## config.mk

```make
export PLATFORM = sky130hd
export DESIGN_NAME = interval_timer_table
export DESIGN_NICKNAME = d
export VERILOG_FILES = /design/src/hdl/itt_pkg.sv /design/src/hdl/itt_mem.sv /design/src/hdl/itt_seq.sv /design/src/hdl/interval_timer_table.sv
export SDC_FILE = /design/constraint.sdc
export NUM_CORES = 1
export LEC_CHECK = 0
export BUFFER_PORTS_ARGS = -buffer_cell sky130_fd_sc_hd__buf_2
export CAP_MARGIN = 20
export CELL_PAD_IN_SITES_DETAIL_PLACEMENT = 1
export CELL_PAD_IN_SITES_GLOBAL_PLACEMENT = 1
export CORE_UTILIZATION = 54
export CTS_CLUSTER_DIAMETER = 200
export DETAILED_ROUTE_END_ITERATION = 10
export PLACE_DENSITY_LB_ADDON = 0.15
export SKIP_LAST_GASP = 1
export SLEW_MARGIN = 0
export SYNTH_ARGS = -nofsm -noshare
export SYNTH_HDL_FRONTEND = slang
export SYNTH_SLANG_ARGS = --single-unit
export TNS_END_PERCENT = 30
```

## constraint.sdc

```tcl
create_clock -name clk_i -period 5.05 [get_ports clk_i]
set_input_delay 1.01 -clock clk_i [delete_from_list [all_inputs] [get_ports clk_i]]
set_output_delay 1.01 -clock clk_i [all_outputs]
set_load 0.03 [all_outputs]
```

## src/hdl/itt_pkg.sv

```systemverilog
package itt_pkg;

  localparam int SLOTS   = 16;
  localparam int SLOT_W  = (SLOTS > 1) ? $clog2(SLOTS) : 1;
  localparam int SCAN_W  = $clog2(SLOTS + 1);
  localparam int COUNT_W = $clog2(SLOTS + 1);

  localparam int TIME_W  = 32;
  localparam int TYPE_W  = 8;
  localparam int DELAY_W = 16;
  localparam int FUNC_W  = 2;
  localparam int RCNT_W  = 5;

  localparam int TYPE_LSB  = FUNC_W;
  localparam int DELAY_LSB = FUNC_W + TYPE_W;

  localparam int IN_TDATA_W  = 32;
  localparam int OUT_TDATA_W = 16;

  typedef enum logic [1:0] {
    FUNC_TICK   = 2'd0,
    FUNC_ADD    = 2'd1,
    FUNC_CANCEL = 2'd2,
    FUNC_CHECK  = 2'd3
  } func_e;

  typedef enum logic [2:0] {
    ST_IDLE,
    ST_ADD_UPD,
    ST_CANCEL_SCAN,
    ST_CHECK_RD,
    ST_RESCAN,
    ST_DONE
  } state_e;

  typedef struct packed {
    logic [TYPE_W-1:0] ttype;
    logic [TIME_W-1:0] deadline;
  } itt_entry_t;

  typedef struct packed {
    logic               valid;
    func_e              func;
    logic [TYPE_W-1:0]  ttype;
    logic [DELAY_W-1:0] delay;
  } itt_req_t;

  // packed from the lowest bit up: fired, fired_type, removed_count, table_full
  typedef struct packed {
    logic              table_full;
    logic [RCNT_W-1:0] removed_count;
    logic [TYPE_W-1:0] fired_type;
    logic              fired;
  } itt_result_t;

  localparam int RES_W = $bits(itt_result_t);

  function automatic logic [RCNT_W-1:0] sat_count(input logic [COUNT_W-1:0] c);
    logic [RCNT_W-1:0] r;
    if (32'(c) > 32'd31) begin
      r = 5'd31;
    end else begin
      r = RCNT_W'(c);
    end
    return r;
  endfunction

endpackage

```

## src/hdl/itt_mem.sv

```systemverilog
module itt_mem
  import itt_pkg::*;
(
  input  logic              clk_i,
  input  logic              wr_en_i,
  input  logic [SLOT_W-1:0] wr_addr_i,
  input  itt_entry_t        wr_data_i,
  input  logic [SLOT_W-1:0] rd_addr_i,
  output itt_entry_t        rd_data_o
);

  itt_entry_t mem [SLOTS];
  itt_entry_t rd_data_q;

  always_ff @(posedge clk_i) begin
    if (wr_en_i) begin
      mem[wr_addr_i] <= wr_data_i;
    end
    rd_data_q <= mem[rd_addr_i];
  end

  assign rd_data_o = rd_data_q;

endmodule

```

## src/hdl/itt_seq.sv

```systemverilog
module itt_seq
  import itt_pkg::*;
(
  input  logic              clk_i,
  input  logic              rst_ni,
  input  itt_req_t          req_i,
  output logic              ready_o,
  output logic              res_valid_o,
  output itt_result_t       res_o,
  input  logic              res_ready_i,
  output logic              mem_we_o,
  output logic [SLOT_W-1:0] mem_waddr_o,
  output itt_entry_t        mem_wdata_o,
  output logic [SLOT_W-1:0] mem_raddr_o,
  input  itt_entry_t        mem_rdata_i
);

  localparam logic [SLOT_W-1:0] LAST_SLOT = SLOT_W'(SLOTS - 1);

  state_e             state_q, state_d;
  logic [SLOTS-1:0]   valid_q, valid_d;
  logic [TIME_W-1:0]  now_q, now_d;
  logic [TIME_W-1:0]  ed_q, ed_d;
  logic [TIME_W-1:0]  new_dl_q, new_dl_d;
  logic [SLOT_W-1:0]  es_q, es_d;
  logic [SLOT_W-1:0]  new_slot_q, new_slot_d;
  logic [SLOT_W-1:0]  proc_idx_q, proc_idx_d;
  logic               ev_q, ev_d;
  logic               proc_vld_q, proc_vld_d;
  logic [SCAN_W-1:0]  scan_idx_q, scan_idx_d;
  logic [TYPE_W-1:0]  ctype_q, ctype_d;
  logic [COUNT_W-1:0] cnt_q, cnt_d;
  itt_result_t        res_q, res_d;

  // shared adder and comparator
  logic [TIME_W-1:0]  add_b, sum;
  logic [TIME_W-1:0]  cmp_a, cmp_b;
  logic               cmp_lt, cmp_eq;

  logic               free_found;
  logic [SLOT_W-1:0]  free_idx;
  logic               match;
  logic [COUNT_W-1:0] cnt_final;

  assign add_b  = (req_i.func == FUNC_TICK) ? TIME_W'(1) : TIME_W'(req_i.delay);
  assign sum    = now_q + add_b;
  assign cmp_lt = cmp_a < cmp_b;
  assign cmp_eq = cmp_a == cmp_b;

  // lowest free slot
  always_comb begin
    free_found = 1'b0;
    free_idx   = '0;
    for (int k = SLOTS - 1; k >= 0; k--) begin
      if (!valid_q[k]) begin
        free_found = 1'b1;
        free_idx   = SLOT_W'(k);
      end
    end
  end

  assign match     = valid_q[proc_idx_q] && (mem_rdata_i.ttype == ctype_q);
  assign cnt_final = match ? cnt_q + COUNT_W'(1) : cnt_q;

  always_ff @(posedge clk_i or negedge rst_ni) begin
    if (!rst_ni) begin
      state_q    <= ST_IDLE;
      valid_q    <= '0;
      now_q      <= '0;
      ed_q       <= '0;
      es_q       <= '0;
      ev_q       <= 1'b0;
      proc_vld_q <= 1'b0;
      scan_idx_q <= '0;
      cnt_q      <= '0;
      res_q      <= '0;
    end else begin
      state_q    <= state_d;
      valid_q    <= valid_d;
      now_q      <= now_d;
      ed_q       <= ed_d;
      es_q       <= es_d;
      ev_q       <= ev_d;
      proc_vld_q <= proc_vld_d;
      scan_idx_q <= scan_idx_d;
      cnt_q      <= cnt_d;
      res_q      <= res_d;
    end
  end

  always_ff @(posedge clk_i) begin
    new_dl_q   <= new_dl_d;
    new_slot_q <= new_slot_d;
    proc_idx_q <= proc_idx_d;
    ctype_q    <= ctype_d;
  end

  always_comb begin
    state_d     = state_q;
    valid_d     = valid_q;
    now_d       = now_q;
    ed_d        = ed_q;
    es_d        = es_q;
    ev_d        = ev_q;
    new_dl_d    = new_dl_q;
    new_slot_d  = new_slot_q;
    proc_idx_d  = proc_idx_q;
    proc_vld_d  = 1'b0;
    scan_idx_d  = scan_idx_q;
    ctype_d     = ctype_q;
    cnt_d       = cnt_q;
    res_d       = res_q;
    ready_o     = 1'b0;
    res_valid_o = 1'b0;
    mem_we_o    = 1'b0;
    mem_waddr_o = free_idx;
    mem_wdata_o = '{ttype: req_i.ttype, deadline: sum};
    mem_raddr_o = es_q;
    cmp_a       = now_q;
    cmp_b       = ed_q;

    // slot issue for both scan states, one read per cycle
    if (state_q == ST_CANCEL_SCAN || state_q == ST_RESCAN) begin
      mem_raddr_o = scan_idx_q[SLOT_W-1:0];
      if (scan_idx_q < SCAN_W'(SLOTS)) begin
        scan_idx_d = scan_idx_q + SCAN_W'(1);
        proc_vld_d = 1'b1;
        proc_idx_d = scan_idx_q[SLOT_W-1:0];
      end
    end

    unique case (state_q)
      ST_IDLE: begin
        ready_o = 1'b1;
        if (req_i.valid) begin
          res_d = '0;
          unique case (req_i.func)
            FUNC_TICK: begin
              now_d   = sum;
              state_d = ST_DONE;
            end
            FUNC_ADD: begin
              if (free_found) begin
                mem_we_o          = 1'b1;
                valid_d[free_idx] = 1'b1;
                new_dl_d          = sum;
                new_slot_d        = free_idx;
                state_d           = ST_ADD_UPD;
              end else begin
                res_d.table_full = 1'b1;
                state_d          = ST_DONE;
              end
            end
            FUNC_CANCEL: begin
              ctype_d    = req_i.ttype;
              cnt_d      = '0;
              scan_idx_d = '0;
              state_d    = ST_CANCEL_SCAN;
            end
            FUNC_CHECK: begin
              // due when deadline <= now; read issued at earliest slot
              if (ev_q && !cmp_lt) begin
                state_d = ST_CHECK_RD;
              end else begin
                state_d = ST_DONE;
              end
            end
            default: state_d = ST_DONE;
          endcase
        end
      end

      ST_ADD_UPD: begin
        cmp_a = new_dl_q;
        cmp_b = ed_q;
        if (!ev_q || cmp_lt || (cmp_eq && (new_slot_q < es_q))) begin
          ev_d = 1'b1;
          es_d = new_slot_q;
          ed_d = new_dl_q;
        end
        state_d = ST_DONE;
      end

      ST_CANCEL_SCAN: begin
        if (proc_vld_q) begin
          if (match) begin
            valid_d[proc_idx_q] = 1'b0;
          end
          cnt_d = cnt_final;
          if (proc_idx_q == LAST_SLOT) begin
            res_d.removed_count = sat_count(cnt_final);
            proc_vld_d          = 1'b0;
            if (cnt_final != '0) begin
              scan_idx_d = '0;
              ev_d       = 1'b0;
              state_d    = ST_RESCAN;
            end else begin
              state_d = ST_DONE;
            end
          end
        end
      end

      ST_CHECK_RD: begin
        res_d.fired      = 1'b1;
        res_d.fired_type = mem_rdata_i.ttype;
        valid_d[es_q]    = 1'b0;
        scan_idx_d       = '0;
        ev_d             = 1'b0;
        state_d          = ST_RESCAN;
      end

      ST_RESCAN: begin
        cmp_a = mem_rdata_i.deadline;
        cmp_b = ed_q;
        if (proc_vld_q) begin
          if (valid_q[proc_idx_q] && (!ev_q || cmp_lt)) begin
            ev_d = 1'b1;
            es_d = proc_idx_q;
            ed_d = mem_rdata_i.deadline;
          end
          if (proc_idx_q == LAST_SLOT) begin
            proc_vld_d = 1'b0;
            state_d    = ST_DONE;
          end
        end
      end

      ST_DONE: begin
        res_valid_o = 1'b1;
        if (res_ready_i) begin
          state_d = ST_IDLE;
        end
      end

      default: state_d = ST_IDLE;
    endcase
  end

  assign res_o = res_q;

endmodule

```

## src/hdl/interval_timer_table.sv

```systemverilog
// Interval timer table: SLOTS one-shot timers against a seconds counter that
// advances on tick, with the earliest pending deadline tracked in registers.
// Input channel (s_axis): one beat per operation. func selects tick (advance
// time one second), add (arm lowest free slot at now + delay_secs), cancel
// (free every timer of timer_type) or check (fire and free the earliest timer
// if its deadline <= now). Output channel (m_axis): exactly one beat per
// operation with fired, fired_type, removed_count and table_full.
// Steps from input accept to the load of the output register:
//   tick, check with nothing due, add to a full table: result directly
//   add: slot write, then earliest-deadline update
//   check that fires: slot read, then earliest rescan over all SLOTS
//   cancel: scan of all SLOTS, plus an earliest rescan when anything was removed
// The rescan walks the slot memory one entry per cycle through its single
// registered read port and feeds one shared comparator. One operation is
// in flight at a time: s_axis_tready_o is high only while the sequencer
// is idle.
// A result beat sits in the output register; the next operation is accepted
// while it waits. If the receiver stalls, the following result is held in
// the sequencer until the register frees up. Reset empties the table, zeroes
// the seconds counter and drops any pending output beat.
module interval_timer_table
  import itt_pkg::*;
(
  input  logic                   clk_i,
  input  logic                   rst_ni,
  input  logic                   s_axis_tvalid_i,
  output logic                   s_axis_tready_o,
  // [1:0] func, [9:2] timer_type, [25:10] delay_secs, [31:26] zero
  input  logic [IN_TDATA_W-1:0]  s_axis_tdata_i,
  output logic                   m_axis_tvalid_o,
  input  logic                   m_axis_tready_i,
  // [0] fired, [8:1] fired_type, [13:9] removed_count, [14] table_full, [15] zero
  output logic [OUT_TDATA_W-1:0] m_axis_tdata_o
);

  itt_req_t          req;
  itt_result_t       res;
  logic              res_valid, res_ready;
  logic              mem_we;
  logic [SLOT_W-1:0] mem_waddr, mem_raddr;
  itt_entry_t        mem_wdata, mem_rdata;

  logic              m_valid_q, m_valid_d;
  itt_result_t       m_data_q, m_data_d;

  // unpack the input beat
  assign req.valid = s_axis_tvalid_i;
  assign req.func  = func_e'(s_axis_tdata_i[FUNC_W-1:0]);
  assign req.ttype = s_axis_tdata_i[TYPE_LSB +: TYPE_W];
  assign req.delay = s_axis_tdata_i[DELAY_LSB +: DELAY_W];

  itt_seq u_seq (
    .clk_i       (clk_i),
    .rst_ni      (rst_ni),
    .req_i       (req),
    .ready_o     (s_axis_tready_o),
    .res_valid_o (res_valid),
    .res_o       (res),
    .res_ready_i (res_ready),
    .mem_we_o    (mem_we),
    .mem_waddr_o (mem_waddr),
    .mem_wdata_o (mem_wdata),
    .mem_raddr_o (mem_raddr),
    .mem_rdata_i (mem_rdata)
  );

  // deadline and type per slot; valid bits live in the sequencer
  itt_mem u_mem (
    .clk_i     (clk_i),
    .wr_en_i   (mem_we),
    .wr_addr_i (mem_waddr),
    .wr_data_i (mem_wdata),
    .rd_addr_i (mem_raddr),
    .rd_data_o (mem_rdata)
  );

  // output register
  assign res_ready = !m_valid_q || m_axis_tready_i;

  always_comb begin
    m_valid_d = m_valid_q;
    m_data_d  = m_data_q;
    if (res_valid && res_ready) begin
      m_valid_d = 1'b1;
      m_data_d  = res;
    end else if (m_axis_tready_i) begin
      m_valid_d = 1'b0;
    end
  end

  always_ff @(posedge clk_i or negedge rst_ni) begin
    if (!rst_ni) begin
      m_valid_q <= 1'b0;
    end else begin
      m_valid_q <= m_valid_d;
    end
  end

  always_ff @(posedge clk_i) begin
    m_data_q <= m_data_d;
  end

  assign m_axis_tvalid_o = m_valid_q;
  assign m_axis_tdata_o  = OUT_TDATA_W'(m_data_q);

endmodule

```

Word-level counts from Yosys, hierarchy flattened:

Memory sizes are Yosys's and may differ from the RTL's. A register that Yosys moved wholly into a read port is not among the register bits.
Index checks and enable logic that the tools add are counted.
Widths: inputs -> output; s select.

* register bits after elaboration: 178
* RAM bits: 640
* bits of input ports: 36
* output and inout bits: 18
* logic and storage cells: 211
* memories: 1

* add/sub/neg operators: 3
* order comparisons: 9
* equality and inequality tests: 24
* multiplexer cells: 110
* bitwise operators: 5
* reductions and logical operators: 37

Memories
* u_mem.mem: depth 16, width 40, read ports 1, clocked after memory_dff 1, wr ports 1, line itt_mem.sv:12 `itt_entry_t mem [SLOTS];`

Operators with widths (count)
* $pmux 32 s2: 2
* $mux 16: 6
* $mux 32: 3
* $mux 4: 20
* $mux 5: 13
* $pmux 16 s3: 1
* $mux 1: 44
* $add 32x32->32: 1
* $and 16x16->16: 2
* $eq 32x32->1: 1
* $lt 32x32->1: 1
* $not 16->16: 2
* $mux 3: 8
* $pmux 5 s2: 2
* $pmux 3 s6: 1
* $pmux 9 s2: 1
* $ne 2x2->1 const B: 8
* $or 16x16->16: 1
* $reduce_and 4->1: 4
* $lt 4x5->1 const B: 3
* $pmux 5 s3: 1
* $mux 14: 1
* $demux 1 s4: 3
* $ge 4x1->1 const B: 3
* 29 further kinds: 56

Logic depth before layout (Yosys ltp):

* depth in word-level cells: 25
* mapped depth: 17
* depth with buffers taken out: 13

Modules after synthesis:

Synthesis repeated with hierarchy kept, for this count alone.

* cells, all modules: 2212
* area, all modules: 36507.5 µm²

By module, submodules not included
* itt_mem: times used 1, cells an instance 1040, area each 25131.6 µm², sequential area each 20019.2 µm²
* itt_seq: times used 1, cells an instance 1151, area each 10860.4 µm², sequential area each 4294.1 µm²
* interval_timer_table: times used 1, cells an instance 21, area each 515.5 µm², sequential area each 475.5 µm²

Least setup slack after synthesis:

No wires, ideal clock.

* kind: in2reg
* start: input s_axis_tdata_i[1]
* end: memory u_mem.mem[0][24] (netlist bit) (data pin)
* library setup time: 294 ps
* arrival time: 4229 ps
* required time: 4756 ps
* slack: 527 ps
* stages: 14
* path buffers: 2
* path through: nor2_1 > clkbuf_1 > or2_2 > ha_1 > inv_1 > fa_1 > nor2b_1 > o31a_1 > nand4_1 > and3_1 > o31a_1 > clkbuf_1 > nor3_1 > xor2_1

RTL lines
* from (decl): line interval_timer_table.sv:29 `input logic [IN_TDATA_W-1:0] s_axis_tdata_i,`
* to (decl): line itt_mem.sv:12

Worst setup path after layout:

* start: register u_seq.state_q[1]
* end: register u_seq.ed_q[27] (netlist: u_seq.cmp_b[27])

* cells in the longest elaborated chain, start to end: 7
* elaborated cells between the ends (all ways): 15
* those cells by class: order compare: 1; eq/ne: 6; mux: 2; reduce/logical: 6

Ends and longest elaborated chain
* from (decl): line itt_seq.sv:20 `state_e state_q, state_d;`
* from (signal assigned): line itt_seq.sv:78 `state_q <= state_d;`
* $eq 3x3->1 or $eq 3x1->1 (tied branches): line itt_seq.sv:132 `unique case (state_q)`
* $pmux 32 s2: line itt_seq.sv:132
* $lt 32x32->1 or $eq 32x32->1 (tied branches): line itt_seq.sv:47, itt_seq.sv:48
* $logic_or 1x1->1 or $logic_and 1x1->1 (tied branches): line itt_seq.sv:176, itt_seq.sv:217
* $logic_and 1x1->1 or $logic_or 1x1->1 (tied branches): line itt_seq.sv:217, itt_seq.sv:176
* $ne 2x2->1 (no line) or $ne 2x1->1 (tied branches)
* $reduce_and 4->1 (no line)
* to (signal assigned): line itt_seq.sv:70 `ed_q <= '0;`
* to (signal assigned): line itt_seq.sv:81 `ed_q <= ed_d;`
* to (decl): line itt_seq.sv:23 `logic [TIME_W-1:0] ed_q, ed_d;`

Several ways; a longest one is shown, not always the timed one.
A chain may end at the register's enable or synchronous reset.

==> impl_metrics.env <==
export IMPL_status="completed"
export IMPL_num_antenna_cells=0
export IMPL_drc=0
export IMPL_max_cap_viol_count=0
export IMPL_critical_path_class="reg2reg"
export IMPL_irDropWorstVdd_mv=0.5912
export IMPL_yosysSeqAreaShare=0.6997
export IMPL_crit_chain="or2_2, o22ai_1, a21oi_1, ha_1, and4_1, nand4_1, a21oi_1, nand4b_1, a21oi_1, buf_4, o21ai_4, buf_12, mux2i_1"
export IMPL_p_leak_nw=14.20
export IMPL_synth_seq_cells=858
export IMPL_ioPinCount=54
export IMPL_clockBufferDepth=3
export IMPL_grt_max_degree=89
export IMPL_clk_latency_ps=660
export IMPL_powerDensity_mw_per_mm2=649.0
export IMPL_pwr_share_comb=0.386
export IMPL_endpoint_kind="register"
export IMPL_rows=93
export IMPL_dp_slack_ps=40.28
export IMPL_postRouteAntennaNets=0
export IMPL_maxSlewViolCount=0
export IMPL_syn_inst=2121
export IMPL_syn_to_final_growth_pct=14.28
export IMPL_synth_edff_count=703
export IMPL_crit_slowest_cell="or2_2"
export IMPL_final_cell_mix="edfxtp_1 (703), mux4_2 (164), nand2_1 (132), dfrtp_1 (115), clkbuf_16 (90)"
export IMPL_num_vias=20490
export IMPL_max_clock_freq_mhz=220.9
export IMPL_p_sw_frac=0.3571
export IMPL_path_buf_inv=2
export IMPL_synth_area_per_cell_um2=16.70
export IMPL_drtPass1Iterations=5
export IMPL_pwr_share_seq=0.361
export IMPL_whs_ps=449.3
export IMPL_core_area_mm2=0.06470
export IMPL_die_y_um=258.1
export IMPL_clockRootBuffer="clkbuf_16"
export IMPL_gp_congestion=0.8894
export IMPL_placed_area_mm2=0.03733
export IMPL_die_w_um=258.1
export IMPL_cts_sinks=858
export IMPL_drt_wl_total_um=94920
export IMPL_grt_pass1_vias=22120
export IMPL_io_buffers=46
export IMPL_hold_buffers=0
export IMPL_netlist_area_mm2=0.03543
export IMPL_tritoncts="built"
export IMPL_drive_gt1_frac=0.2121
export IMPL_start_kind="register"
export IMPL_crit_top_cell="a21oi_1"
export IMPL_hold_class="reg2reg"
export IMPL_rsz0062_at_grt="no"
export IMPL_final_area_mm2=0.04049
export IMPL_synthArstFlopShare=0.1340
export IMPL_grt_pass1_wl_um=140700
export IMPL_hpwl_um=53240
export IMPL_p_sw_mw=9.383
export IMPL_grt_antenna_before_repair=1
export IMPL_drt_initial_drc_count=1814
export IMPL_finClkSkew_ps=27.74
export IMPL_cp_arrival_ps=5100
export IMPL_synth_warnings=0
export IMPL_hold_viol=0
export IMPL_r2r_setup_slack_ps=520
export IMPL_fin_tns_setup_ps=0
export IMPL_synth_ff_type="edfxtp_1"
export IMPL_critPathTopFamily="simple AND/OR/NAND/NOR gates"
export IMPL_max_slew_margin=0.2647
export IMPL_finalPower_mw=26.28
export IMPL_fin_crit_ps=4528
export IMPL_cts_clk_slew_worst_paths_ps=60
export IMPL_worstMarginPinSlew_ps=1103
export IMPL_crit_required_ps=5620
export IMPL_post_route_period_util=0.8966
export IMPL_die_area_mm2=0.06664
export IMPL_syn_nets=2211
export IMPL_gr_total_overflow=0
export IMPL_finalSetupViolCount=0
export IMPL_start_util=0.5476
export IMPL_netlist_cell_type_count=67
export IMPL_cts_setup_buffers=0
export IMPL_p_int_mw=16.89
export IMPL_grt_usage=0.2897
export IMPL_final_nets=2324
export IMPL_h_tree_depth=3
export IMPL_slowest_delay_ps=750
export IMPL_clockPowerShare=0.253
export IMPL_final_common_cell="edfxtp_1"
export IMPL_setup_ws_ps=522.4
export IMPL_post_cts_resized=0
export IMPL_wl_per_cell_um=29.99
export IMPL_critPathMaxFanout=25
export IMPL_numCtsBuffers=88
export IMPL_via_per_inst=6.474
## final timing paths
path                                     end              from  cells past startpoint
hold reg to reg            m_axis_tdata_o[1]    u_seq.res_o[1]                      0
setup reg to reg             u_seq.cmp_b[27]  u_seq.state_q[1]                     13
max in group asynchronous    u_seq.now_q[23]            rst_ni                      2
min in group asynchronous     u_seq.cmp_b[5]            rst_ni                      1
setup / recovery             u_seq.cmp_b[27]  u_seq.state_q[1]                     13
hold / removal             m_axis_tdata_o[1]    u_seq.res_o[1]                      0
## kinds of logic (layout without fill, tap and decap cells)
group                    Yosys count  count (layout)  share of synthesized area
flip-flops                       858             858                     0.6997
AND/OR/NAND/NOR                  367             367                    0.04959
AO/OA/AOI/OAI                    366             366                    0.06823
multiplexers                     253             253                     0.1299
buffers and inverters            161             350                    0.01815
XOR/XNOR                          61              61                    0.01508
adder cells (fa/ha/maj)           54              54                    0.01928
other                              1               1                  0.0001058
## cell type report
class                           count  area (µm²)
Sequential cell                   858       24790
Fill cell                        5670       24210
Multi-Input combinational cell   1102       10240
Clock buffer                      129        2569
Timing Repair Buffer              132        1179
Tap cell                          855        1070
Clock inverter                     37       449.2
Inverter                           52       195.2
## cells in the mapped netlist (all sizes together) (14+ instances only)
library cell | instances | area share
xnor2 | 30 | 0.0074
dfxtp | 40 | 0.023
nor2b | 22 | 0.0039
o22ai | 67 | 0.012
dfrtp | 115 | 0.081
ha | 53 | 0.019
xor2 | 31 | 0.0077
nand4 | 24 | 0.0042
o21ai | 54 | 0.0077
clkbuf | 75 | 0.0079
nor2 | 65 | 0.0070
mux4 | 164 | 0.10
inv | 51 | 0.0054
mux2i | 76 | 0.021
o22a | 16 | 0.0040
nand3 | 34 | 0.0048
edfxtp | 703 | 0.60
and3 | 14 | 0.0025
a21oi | 70 | 0.010
a22oi | 89 | 0.019
nor3 | 30 | 0.0044
nand2 | 132 | 0.014
buf | 34 | 0.0047
## stage by stage
| step | std cells | utilization |
|---|---|---|
| 2_1_floorplan | 2121 | - |
| 3_3_place_gp | 2982 | 0.5768 |
| 3_5_place_dp | 2984 | 0.5771 |
| 4_1_cts | 3150 | 0.6237 |
| 6_report | 3165 | 0.6258 |
| 5_1_grt | 3165 | 0.6258 |
## power groups by stage
stage / sequential, mW / clock (mW) / combinational [mW]
floorplan: 9.44 / 0 / 6.68
global placement: 9.59 / 0 / 9.62
detailed placement: 9.63 / 0 / 9.99
CTS: 9.50 / 6.74 / 10.1
global route: 9.54 / 6.97 / 10.9
finish: 9.49 / 6.63 / 10.1
## per-layer routing
metal	global-route usage	vias up	wire length (µm)
met3	0.04574	194	5771
met2	0.4817	775	47120
met1	0.3915	10830	39020
li1	-	8687	-
met5	0	-	0
met4	0.1014	0	3014
## worst register-to-register path, cell delays in order (launching register included)
cell      delay [ps]
dfrtp_1          630
or2_2            750
o22ai_1          190
a21oi_1          250
ha_1             190
and4_1           280
nand4_1          330
a21oi_1          450
nand4b_1         210
a21oi_1           90
buf_4            180
o21ai_4          410
buf_12           260
mux2i_1          250
## flip-flops by register name, summed over array words and instances, names as in the netlist
register / cells
u_seq.ev_q: 1
u_seq.now_q: 32
u_seq.new_dl_q: 32
u_seq.proc_idx_q: 4
u_seq.scan_idx_q: 5
u_seq.cnt_q: 5
u_seq.cmp_b: 32
u_seq.ctype_q: 8
u_mem.mem: 640
u_seq.valid_q: 16
u_mem.rd_data_o: 40
u_seq.proc_vld_q: 1
u_seq.new_slot_q: 4
m_axis_tdata_o: 15
u_seq.state_q: 3
u_seq.res_o: 15
m_axis_tvalid_o: 1
u_seq.es_q: 4
(Power assumes the default switching activity.)
